[config.mk]
export PLATFORM = sky130hd
export DESIGN_NAME = multi_cpu_ready_queue_scheduler
export DESIGN_NICKNAME = d
export VERILOG_FILES = /design/src/hdl/mcrqs_pkg.sv /design/src/hdl/mcrqs_qmem.sv /design/src/hdl/mcrqs_ctbl.sv /design/src/hdl/multi_cpu_ready_queue_scheduler.sv
export SDC_FILE = /design/constraint.sdc
export NUM_CORES = 1
export LEC_CHECK = 0
export BUFFER_PORTS_ARGS = -buffer_cell sky130_fd_sc_hd__clkbuf_2
export CORE_ASPECT_RATIO = 0.6
export CORE_MARGIN = 1.5
export CORE_UTILIZATION = 50
export CTS_CLUSTER_SIZE = 12
export DETAILED_ROUTE_END_ITERATION = 7
export HOLD_SLACK_MARGIN = 0.08
export MAX_ROUTING_LAYER = met4
export PLACE_DENSITY = 0.63
export SLEW_MARGIN = 0
export SYNTH_ARGS = -nofsm -noshare
export SYNTH_HDL_FRONTEND = slang
export SYNTH_HIERARCHICAL = 1
export SYNTH_SLANG_ARGS = --single-unit
[constraint.sdc]
create_clock -name clk -period 6.53 [get_ports clk]
set_input_delay 0.3265 -clock clk [delete_from_list [all_inputs] [get_ports clk]]
set_output_delay 0.3265 -clock clk [all_outputs]
set_load 0.01 [all_outputs]
[src/hdl/mcrqs_pkg.sv]
// Shared types and constants of the multi-CPU ready queue scheduler.
package mcrqs_pkg;

    // Field widths fixed by the item format.
    localparam int CMD_W   = 3;
    localparam int CPU_W   = 4;
    localparam int PID_W   = 5;
    localparam int PRIO_W  = 4;
    localparam int SLICE_W = 16;
    localparam int ACTIVE_W = 5;
    localparam int CFG_IDX_W = 2;

    // Command codes.
    localparam logic [CMD_W-1:0] CMD_PREEMPT   = 3'd0;
    localparam logic [CMD_W-1:0] CMD_YIELD     = 3'd1;
    localparam logic [CMD_W-1:0] CMD_TERMINATE = 3'd2;
    localparam logic [CMD_W-1:0] CMD_WAKE_UP   = 3'd3;
    localparam logic [CMD_W-1:0] CMD_IDLE_REQ  = 3'd4;

    // Result action codes.
    localparam logic ACT_DISPATCH = 1'b0;
    localparam logic ACT_PREEMPT  = 1'b1;

    // Configuration register indexes.
    localparam logic [CFG_IDX_W-1:0] CFG_PRIORITY_MODE = 2'd0;
    localparam logic [CFG_IDX_W-1:0] CFG_SLICE_TICKS   = 2'd1;
    localparam logic [CFG_IDX_W-1:0] CFG_ACTIVE_CPUS   = 2'd2;

    // One ready queue entry, also the running-process record of a CPU.
    typedef struct packed {
        logic [PID_W-1:0]  pid;
        logic [PRIO_W-1:0] prio;
    } entry_t;

    // Update controls for the CPU table.
    typedef struct packed {
        logic busy_clr;
        logic busy_set;
        logic wr_en;
    } cpu_ctl_t;

endpackage

[src/hdl/mcrqs_qmem.sv]
// Ready queue storage: one write port and one registered read port.
module mcrqs_qmem #(
    parameter int DEPTH = 32,
    parameter int AW    = 5
) (
    input  logic                 clk,
    input  logic                 we,
    input  logic [AW-1:0]        waddr,
    input  mcrqs_pkg::entry_t    wdata,
    input  logic [AW-1:0]        raddr,
    output mcrqs_pkg::entry_t    rdata
);

    mcrqs_pkg::entry_t mem_reg [DEPTH];
    mcrqs_pkg::entry_t rdata_reg;

    // Write and read in the same clocked block; read data is registered and appears in the cycle after the address.
    always_ff @(posedge clk)
    begin
        if (we)
        begin
            mem_reg[waddr] <= wdata;
        end
        rdata_reg <= mem_reg[raddr];
    end

    assign rdata = rdata_reg;

endmodule

[src/hdl/mcrqs_ctbl.sv]
// CPU table: busy flags in flip-flops and running-process records in a memory.
module mcrqs_ctbl #(
    parameter int NCPU = 16,
    parameter int AW   = 4,
    parameter int NW   = 5
) (
    input  logic                  clk,
    input  logic                  rst_n,
    input  mcrqs_pkg::cpu_ctl_t   ctl,
    input  logic [AW-1:0]         addr,
    input  mcrqs_pkg::entry_t     wdata,
    input  logic [AW-1:0]         raddr,
    output mcrqs_pkg::entry_t     rdata,
    input  logic [AW-1:0]         qaddr,
    output logic                  busy_q,
    input  logic [NW-1:0]         scan_n,
    output logic                  idle_any
);

    logic [NCPU-1:0]   busy_reg;
    mcrqs_pkg::entry_t mem_reg [NCPU];
    mcrqs_pkg::entry_t rdata_reg;

    // Busy flags are cleared at reset, so the record of an idle CPU is never used.
    always_ff @(posedge clk or negedge rst_n)
    begin
        if (!rst_n)
        begin
            busy_reg <= '0;
        end
        else if (ctl.busy_clr)
        begin
            busy_reg[addr] <= 1'b0;
        end
        else if (ctl.busy_set)
        begin
            busy_reg[addr] <= 1'b1;
        end
    end

    // Running-process records.
    always_ff @(posedge clk)
    begin
        if (ctl.wr_en)
        begin
            mem_reg[addr] <= wdata;
        end
        rdata_reg <= mem_reg[raddr];
    end

    assign rdata  = rdata_reg;
    assign busy_q = busy_reg[qaddr];

    // Any idle CPU among the first scan_n means a wake-up preempts nobody.
    always_comb
    begin
        idle_any = 1'b0;
        for (int i = 0; i < NCPU; i++)
        begin
            if ((i < int'(scan_n)) && !busy_reg[i])
            begin
                idle_any = 1'b1;
            end
        end
    end

endmodule

[src/hdl/multi_cpu_ready_queue_scheduler.sv]
// Top level of the multi-CPU ready queue scheduler: sequencer, registers and memories.
//
//  channel  | signals                                          | handshake
//  ---------+--------------------------------------------------+---------------------------
//  command  | command, cpu_id, process_id, priority_req        | start && !busy
//  result   | action, target_cpu, run_valid, run_process,      | done, one cycle, no stall
//           | slice_out                                        |
//  config   | cfg_index, cfg_data                              | cfg_valid && cfg_ready
//
// A wake-up queues the process and, in priority mode when the first n CPUs are all busy,
// scans them for a victim (one CPU record read per cycle from the CPU table memory).
// A dispatch scans the queue, then moves up the entries behind the pick; the scan
// reads one entry in FIFO mode and the whole queue in priority mode; the single read
// port of the queue memory sets this. An empty queue gives the idle result.
// Preempt of a busy CPU first reads its record. Ignored items give no result.
// Reset is asynchronous and active low; the queue and CPU records need no clearing pass.
// The receiver cannot stall: each result shows on done for exactly one cycle.
module multi_cpu_ready_queue_scheduler #(
    parameter int QUEUE_DEPTH     = 32,
    parameter int MAX_CPUS        = 16,
    parameter int PRIORITY_LEVELS = 16
) (
    input  logic                                clk,
    input  logic                                rst_n,
    input  logic                                start,
    output logic                                busy,
    input  logic [mcrqs_pkg::CMD_W-1:0]         command,
    input  logic [mcrqs_pkg::CPU_W-1:0]         cpu_id,
    input  logic [mcrqs_pkg::PID_W-1:0]         process_id,
    input  logic [mcrqs_pkg::PRIO_W-1:0]        priority_req,
    output logic                                done,
    output logic                                action,
    output logic [mcrqs_pkg::CPU_W-1:0]         target_cpu,
    output logic                                run_valid,
    output logic [mcrqs_pkg::PID_W-1:0]         run_process,
    output logic [mcrqs_pkg::SLICE_W-1:0]       slice_out,
    input  logic                                cfg_valid,
    output logic                                cfg_ready,
    input  logic [mcrqs_pkg::CFG_IDX_W-1:0]     cfg_index,
    input  logic [mcrqs_pkg::SLICE_W-1:0]       cfg_data
);

    localparam int QAW  = (QUEUE_DEPTH > 1) ? $clog2(QUEUE_DEPTH) : 1;
    localparam int CAW  = (MAX_CPUS > 1) ? $clog2(MAX_CPUS) : 1;
    localparam int CW   = $clog2(QUEUE_DEPTH + 1);
    localparam int SNW  = $clog2(MAX_CPUS + 1);
    localparam int MAXN = (QUEUE_DEPTH > MAX_CPUS) ? QUEUE_DEPTH : MAX_CPUS;
    localparam int IW   = $clog2(MAXN + 1);
    localparam logic [mcrqs_pkg::PRIO_W-1:0] PRIO_MAX =
        mcrqs_pkg::PRIO_W'(PRIORITY_LEVELS - 1);

    // Sequencer states.
    localparam logic [2:0] ST_IDLE   = 3'd0;
    localparam logic [2:0] ST_RDCPU  = 3'd1;
    localparam logic [2:0] ST_DISP   = 3'd2;
    localparam logic [2:0] ST_QSCAN  = 3'd3;
    localparam logic [2:0] ST_SHIFT  = 3'd4;
    localparam logic [2:0] ST_FINISH = 3'd5;
    localparam logic [2:0] ST_WSCAN  = 3'd6;

    logic [2:0] state_reg, state_next;

    // Configuration registers.
    logic                                mode_reg;
    logic [mcrqs_pkg::SLICE_W-1:0]       slice_ticks_reg;
    logic [mcrqs_pkg::ACTIVE_W-1:0]      active_reg;

    // Working registers.
    logic [CW-1:0]                       count_reg, count_next;
    logic [CAW-1:0]                      cpu_reg, cpu_next;
    logic [mcrqs_pkg::PRIO_W-1:0]        prio_reg, prio_next;
    logic [IW-1:0]                       idx_reg, idx_next;
    logic [IW-1:0]                       limit_reg, limit_next;
    logic                                pend_reg, pend_next;
    logic [IW-1:0]                       pend_idx_reg, pend_idx_next;
    logic                                have_reg, have_next;
    logic [IW-1:0]                       best_idx_reg, best_idx_next;
    mcrqs_pkg::entry_t                   best_ent_reg, best_ent_next;

    // Result registers.
    logic                                done_reg, done_next;
    logic                                action_reg, action_next;
    logic [mcrqs_pkg::CPU_W-1:0]         target_reg, target_next;
    logic                                run_valid_reg, run_valid_next;
    logic [mcrqs_pkg::PID_W-1:0]         run_process_reg, run_process_next;
    logic [mcrqs_pkg::SLICE_W-1:0]       slice_out_reg, slice_out_next;

    // Memory ports.
    logic                                q_we;
    logic [QAW-1:0]                      q_waddr;
    mcrqs_pkg::entry_t                   q_wdata;
    logic [QAW-1:0]                      q_raddr;
    mcrqs_pkg::entry_t                   q_rdata;
    mcrqs_pkg::cpu_ctl_t                 c_ctl;
    logic [CAW-1:0]                      c_addr;
    logic [CAW-1:0]                      c_raddr;
    mcrqs_pkg::entry_t                   c_rdata;
    logic                                busy_q;
    logic                                idle_any;

    logic                                cpu_ok;
    logic                                q_full;
    logic                                issue;
    logic [mcrqs_pkg::PRIO_W-1:0]        prio_in;
    logic [SNW-1:0]                      scan_n;

    mcrqs_qmem #(
        .DEPTH (QUEUE_DEPTH),
        .AW    (QAW)
    ) u_qmem (
        .clk   (clk),
        .we    (q_we),
        .waddr (q_waddr),
        .wdata (q_wdata),
        .raddr (q_raddr),
        .rdata (q_rdata)
    );

    mcrqs_ctbl #(
        .NCPU (MAX_CPUS),
        .AW   (CAW),
        .NW   (SNW)
    ) u_ctbl (
        .clk      (clk),
        .rst_n    (rst_n),
        .ctl      (c_ctl),
        .addr     (c_addr),
        .wdata    (best_ent_reg),
        .raddr    (c_raddr),
        .rdata    (c_rdata),
        .qaddr    (CAW'(cpu_id)),
        .busy_q   (busy_q),
        .scan_n   (scan_n),
        .idle_any (idle_any)
    );

    // Decoded input conditions.
    assign cpu_ok  = (32'(cpu_id) < MAX_CPUS);
    assign prio_in = (32'(priority_req) > PRIORITY_LEVELS - 1) ? PRIO_MAX : priority_req;
    assign scan_n  = (32'(active_reg) > MAX_CPUS) ? SNW'(MAX_CPUS) : SNW'(active_reg);
    assign q_full  = !(32'(count_reg) < QUEUE_DEPTH);
    assign issue   = (idx_reg < limit_reg);

    // Scan and shift addresses come from the shared index counter.
    assign q_raddr = idx_reg[QAW-1:0];
    assign c_raddr = (state_reg == ST_IDLE) ? CAW'(cpu_id) : idx_reg[CAW-1:0];

    // Sequencer. Each phase issues one read per cycle and consumes the registered read
    // data; shift writes always land two entries below the read address.
    always_comb
    begin
        state_next       = state_reg;
        count_next       = count_reg;
        cpu_next         = cpu_reg;
        prio_next        = prio_reg;
        idx_next         = idx_reg;
        limit_next       = limit_reg;
        pend_next        = pend_reg;
        pend_idx_next    = pend_idx_reg;
        have_next        = have_reg;
        best_idx_next    = best_idx_reg;
        best_ent_next    = best_ent_reg;
        done_next        = 1'b0;
        action_next      = action_reg;
        target_next      = target_reg;
        run_valid_next   = run_valid_reg;
        run_process_next = run_process_reg;
        slice_out_next   = slice_out_reg;
        q_we             = 1'b0;
        q_waddr          = count_reg[QAW-1:0];
        q_wdata          = '{pid: process_id, prio: prio_in};
        c_ctl            = '0;
        c_addr           = cpu_reg;

        unique case (state_reg)
            ST_IDLE:
            begin
                if (start)
                begin
                    cpu_next  = CAW'(cpu_id);
                    prio_next = prio_in;
                    c_addr    = CAW'(cpu_id);
                    if (command == mcrqs_pkg::CMD_WAKE_UP)
                    begin
                        // Queue the woken process, then look for a victim CPU.
                        if (!q_full)
                        begin
                            q_we       = 1'b1;
                            count_next = count_reg + CW'(1);
                        end
                        if (mode_reg && (scan_n != '0) && !idle_any)
                        begin
                            idx_next   = '0;
                            limit_next = IW'(scan_n);
                            pend_next  = 1'b0;
                            have_next  = 1'b0;
                            state_next = ST_WSCAN;
                        end
                    end
                    else if (cpu_ok)
                    begin
                        if ((command == mcrqs_pkg::CMD_PREEMPT) ||
                            (command == mcrqs_pkg::CMD_YIELD) ||
                            (command == mcrqs_pkg::CMD_TERMINATE))
                        begin
                            if ((command == mcrqs_pkg::CMD_PREEMPT) && busy_q)
                            begin
                                state_next = ST_RDCPU;
                            end
                            else
                            begin
                                c_ctl.busy_clr = 1'b1;
                                state_next     = ST_DISP;
                            end
                        end
                        else if ((command == mcrqs_pkg::CMD_IDLE_REQ) &&
                                 (count_reg != '0) && !busy_q)
                        begin
                            state_next = ST_DISP;
                        end
                    end
                end
            end

            ST_RDCPU:
            begin
                // Put the preempted process back at the tail.
                if (!q_full)
                begin
                    q_we       = 1'b1;
                    q_wdata    = c_rdata;
                    count_next = count_reg + CW'(1);
                end
                c_ctl.busy_clr = 1'b1;
                state_next     = ST_DISP;
            end

            ST_DISP:
            begin
                if (count_reg == '0)
                begin
                    // Nothing ready: the CPU goes idle.
                    done_next        = 1'b1;
                    action_next      = mcrqs_pkg::ACT_DISPATCH;
                    target_next      = mcrqs_pkg::CPU_W'(cpu_reg);
                    run_valid_next   = 1'b0;
                    run_process_next = '0;
                    slice_out_next   = '0;
                    state_next       = ST_IDLE;
                end
                else
                begin
                    idx_next   = '0;
                    limit_next = mode_reg ? IW'(count_reg) : IW'(1);
                    pend_next  = 1'b0;
                    have_next  = 1'b0;
                    state_next = ST_QSCAN;
                end
            end

            ST_QSCAN:
            begin
                // Keep the first entry of highest priority.
                if (pend_reg && (!have_reg || (q_rdata.prio > best_ent_reg.prio)))
                begin
                    best_ent_next = q_rdata;
                    best_idx_next = pend_idx_reg;
                    have_next     = 1'b1;
                end
                if (issue)
                begin
                    pend_next     = 1'b1;
                    pend_idx_next = idx_reg;
                    idx_next      = idx_reg + IW'(1);
                end
                else
                begin
                    pend_next = 1'b0;
                    if (!pend_reg)
                    begin
                        idx_next   = best_idx_reg + IW'(1);
                        limit_next = IW'(count_reg);
                        state_next = ST_SHIFT;
                    end
                end
            end

            ST_SHIFT:
            begin
                // Close the gap left by the picked entry.
                if (pend_reg)
                begin
                    q_we    = 1'b1;
                    q_waddr = QAW'(pend_idx_reg - IW'(1));
                    q_wdata = q_rdata;
                end
                if (issue)
                begin
                    pend_next     = 1'b1;
                    pend_idx_next = idx_reg;
                    idx_next      = idx_reg + IW'(1);
                end
                else
                begin
                    pend_next = 1'b0;
                    if (!pend_reg)
                    begin
                        state_next = ST_FINISH;
                    end
                end
            end

            ST_FINISH:
            begin
                // Hand the picked process to the CPU.
                count_next       = count_reg - CW'(1);
                c_ctl.busy_set   = 1'b1;
                c_ctl.wr_en      = 1'b1;
                done_next        = 1'b1;
                action_next      = mcrqs_pkg::ACT_DISPATCH;
                target_next      = mcrqs_pkg::CPU_W'(cpu_reg);
                run_valid_next   = 1'b1;
                run_process_next = best_ent_reg.pid;
                slice_out_next   = slice_ticks_reg;
                state_next       = ST_IDLE;
            end

            ST_WSCAN:
            begin
                // Find the first CPU holding the strictly lowest priority.
                if (pend_reg && (!have_reg || (c_rdata.prio < best_ent_reg.prio)))
                begin
                    best_ent_next = c_rdata;
                    best_idx_next = pend_idx_reg;
                    have_next     = 1'b1;
                end
                if (issue)
                begin
                    pend_next     = 1'b1;
                    pend_idx_next = idx_reg;
                    idx_next      = idx_reg + IW'(1);
                end
                else
                begin
                    pend_next = 1'b0;
                    if (!pend_reg)
                    begin
                        if (have_reg && (best_ent_reg.prio < prio_reg))
                        begin
                            done_next        = 1'b1;
                            action_next      = mcrqs_pkg::ACT_PREEMPT;
                            target_next      = mcrqs_pkg::CPU_W'(best_idx_reg);
                            run_valid_next   = 1'b0;
                            run_process_next = '0;
                            slice_out_next   = '0;
                        end
                        state_next = ST_IDLE;
                    end
                end
            end

            default:
            begin
                state_next = ST_IDLE;
            end
        endcase
    end

    // Control registers.
    always_ff @(posedge clk or negedge rst_n)
    begin
        if (!rst_n)
        begin
            state_reg <= ST_IDLE;
            count_reg <= '0;
            pend_reg  <= 1'b0;
            have_reg  <= 1'b0;
            done_reg  <= 1'b0;
        end
        else
        begin
            state_reg <= state_next;
            count_reg <= count_next;
            pend_reg  <= pend_next;
            have_reg  <= have_next;
            done_reg  <= done_next;
        end
    end

    // Configuration registers.
    always_ff @(posedge clk or negedge rst_n)
    begin
        if (!rst_n)
        begin
            mode_reg        <= 1'b0;
            slice_ticks_reg <= '0;
            active_reg      <= mcrqs_pkg::ACTIVE_W'(1);
        end
        else if (cfg_valid && cfg_ready)
        begin
            unique case (cfg_index)
                mcrqs_pkg::CFG_PRIORITY_MODE: mode_reg        <= cfg_data[0];
                mcrqs_pkg::CFG_SLICE_TICKS:   slice_ticks_reg <= cfg_data;
                mcrqs_pkg::CFG_ACTIVE_CPUS:
                    active_reg <= cfg_data[mcrqs_pkg::ACTIVE_W-1:0];
                default:
                begin
                end
            endcase
        end
    end

    // Payload registers.
    always_ff @(posedge clk)
    begin
        cpu_reg         <= cpu_next;
        prio_reg        <= prio_next;
        idx_reg         <= idx_next;
        limit_reg       <= limit_next;
        pend_idx_reg    <= pend_idx_next;
        best_idx_reg    <= best_idx_next;
        best_ent_reg    <= best_ent_next;
        action_reg      <= action_next;
        target_reg      <= target_next;
        run_valid_reg   <= run_valid_next;
        run_process_reg <= run_process_next;
        slice_out_reg   <= slice_out_next;
    end

    assign busy        = (state_reg != ST_IDLE);
    assign cfg_ready   = 1'b1;
    assign done        = done_reg;
    assign action      = action_reg;
    assign target_cpu  = target_reg;
    assign run_valid   = run_valid_reg;
    assign run_process = run_process_reg;
    assign slice_out   = slice_out_reg;

    // A result only follows an idle dispatch, a finished dispatch or a wake-up scan.
    a_done_source: assert property (@(posedge clk) disable iff (!rst_n)
        done_reg |-> (($past(state_reg) == ST_DISP) || ($past(state_reg) == ST_FINISH) ||
                      ($past(state_reg) == ST_WSCAN)))
        else $error("result strobe without a producing state");

    // A forced preempt is only named in priority mode.
    a_preempt_mode: assert property (@(posedge clk) disable iff (!rst_n)
        (done_reg && (action_reg == mcrqs_pkg::ACT_PREEMPT)) |-> mode_reg)
        else $error("forced preempt outside priority mode");

    // Finishing a dispatch removes exactly one queue entry.
    a_finish_count: assert property (@(posedge clk) disable iff (!rst_n)
        (state_reg == ST_FINISH) |=> (count_reg == $past(count_reg) - CW'(1)))
        else $error("queue count not reduced on dispatch");

    // The shift never reads the entry it writes in the same cycle.
    a_shift_hazard: assert property (@(posedge clk) disable iff (!rst_n)
        ((state_reg == ST_SHIFT) && pend_reg && issue) |-> (q_waddr != q_raddr))
        else $error("queue shift read and write collide");

endmodule
==> results.ini <==
[timing]
worst_pin_slew_ps = 1182
drv_slew = 0
max_slew_margin = 0.2035
fin_crit_sh = 0.5864
setup_viol = 0
rsz0062_at_grt = no
skew_ps = 19.18
fin_crit_ps = 3829
max_freq_mhz = 261.2
timing.setup.tns_ps = 0
final-hold-violation-count = 0
hold_ws_ps = 131.8

[drt]
drt-total-wl_um = 53830
drt-initial-drc-count = 1475
drc = 0
vias = 12230
viasPerCell = 5.994
first_pass_iters = 6
wl_per_cell_um = 26.37
postRouteAntennaNets = 0

[worst_setup_path]
cp-start-kind = register
regToRegSetupSlack_ps = 2700
critical_path_class = reg -> reg
cp_data_arrival_time_ps = 4040
worstPathRequired_ps = 6740
end_kind = register
cp_max_fo = 20

[clock_tree]
post_cts_buffers = 0
clkLatencyLatePin_ps = 590
clock_path_buffers = 3
cts_tree = yes
cts.clk_slew.worst_paths_ps = 70
cts_buffers = 54
cts_root_buffer = clkbuf_16
post_cts_resized = 0
cts_sinks = 568
htree_num_levels = 2

[layout]
diodes = 0
largest_reg_flops = 288
final_layout_size_suffix_gt1_frac = 0.2218
area_growth_pct = 11.99
final_cell_mix = edfxtp_1, mux4_2, nand2_1
final_common_cell = edfxtp_1
fin_nets = 1428
postLayoutCellArea_um2 = 26070

[floorplan]
dieWidth_um = 281.6
core-area_um2 = 46100
start_util = 0.5050
std_cell_rows = 61
die_h_um = 170.1
num_io_pins = 68
dieArea_um2 = 47910

[global_routing]
grt_use_total = 0.2362
grt_pass1_vias = 11680
grt_max_degree = 58
antenna_found_initial = 1
grt_overflow = 0
grt_pass1_wl_um = 78840

[logic_synthesis]
synth_nets = 1328
synth_edf_count = 496
postSynth.asyncResetShare = 0.08803
netlist-cell-type-count = 68
synth_ff_type = edfxtp_1
postSynthCellCount = 1266
ys_ff_latch = 568
yosysWarnings = 6
ys_seq_area_frac = 0.7125
syn_area_um2 = 23280
syn_avg_cell_area_um2 = 18.39

[power_and_ir_drop]
peakVddDrop_mv = 0.2756
powerDensity_nw_per_um2 = 428.6
p_leak_nw = 8.849

[min_path]
holdCritPathClass = in -> reg

[run_status]
outcome = completed

[placed_design]
numPortBuffers = 66
routabilityCongestion = 0.8851
dpl-instance-area_um2 = 24260
dpl.hpwl_um = 35430

[run]
cap_violations = 0

[per-stage QoR]
| stage | cells | power [mW] | utilization | setup WS [ps] |
|---|---|---|---|---|
| floorplan | 1266 | 7.212 | - | 1333 |
| global placement | 1919 | 8.272 | 0.5262 | 2874 |
| detailed placement | 1919 | 8.313 | 0.5262 | 2757 |
| CTS | 2041 | 11.22 | 0.5655 | 2779 |
| global route | 2041 | 11.66 | 0.5655 | 2403 |
| finish | 2041 | 11.17 | 0.5655 | 2701 |
[critical path: stages (launching register included)]
cell and delay [ps]:
dfrtp_1 610, nor3_4 380, and2_1 440, mux2_2 430, nor2_1 490, nand2_1 340
nor2_1 760
[where the power goes]
part           total, mW  switching [mW]  leakage [nW]  internal, mW
Sequential          4.89           0.365          5.31          4.53
Clock               2.91            1.30         0.765          1.60
Combinational       3.37            1.94          2.78          1.43
[metal layers]
layer | wire [um] | up-vias | track usage
met5 | 0 | - | -
met3 | 5790 | 66 | 0.06535
li1 | - | 5297 | -
met2 | 21650 | 578 | 0.2973
met4 | 789 | 0 | 0.04511
met1 | 25600 | 6292 | 0.3791
[what timing repair did]
item	4_1_cts	5_1_grt
hold endpoints to repair	75	0
endpoints found under the setup margin	0	0
hold buffers	21	0
[synth_stat cells, types with 11 or more instances]
master    instances  area share
edfxtp_1        496        0.64
mux4_2          108        0.10
nand2_1          77       0.012
nor2_1           70       0.011
dfrtp_1          49       0.053
mux2_2           37       0.018
inv_1            35      0.0056
clkbuf_1         32      0.0052
mux4_1           32       0.036
a21oi_1          29      0.0062
a31oi_1          25      0.0067
and2_1           24      0.0064
ha_1             23       0.012
dfxtp_1          22       0.019
o21ai_0          17      0.0037
buf_1            13      0.0021
nor2b_1          13      0.0035
nand3_1          11      0.0024
[cell type report]
class | count | area (um^2)
multi-input combinational | 597 | 6256
inverter | 37 | 138.9
clock buffer | 96 | 1549
fill | 3509 | 20030
tap | 630 | 788.3
clock inverter | 5 | 53.80
sequential | 568 | 16590
timing repair buffer | 108 | 698.2
[kinds of logic after synthesis]
kind of cell | Yosys count | synth area share
DFF | 568 | 0.7125
xor gates and xnor gates | 16 | 0.006020
muxes | 177 | 0.1585
buffers and inverters | 101 | 0.01967
adders and majority gates | 24 | 0.01322
AOI/OAI and AO/OA | 130 | 0.03746
other | 1 | 0.0001611
and+or+nand+nor | 249 | 0.05246
[final timing paths]
check | startpoint | endpoint | depth (start not counted)
min in group asynchronous | rst_n | count_reg[3] | 3
max in group asynchronous | rst_n | slice_ticks_reg[10] | 3
hold / removal | cfg_index[0] | mode_reg | 3
setup reg to reg | state_reg[0] | u_ctbl/mem_reg[2][0] | 6
setup / recovery | state_reg[0] | u_ctbl/mem_reg[2][0] | 6
hold reg to reg | pend_idx_reg[5] | best_idx_reg[5] | 0
Note: power is estimated with default switching activity, not from simulation.
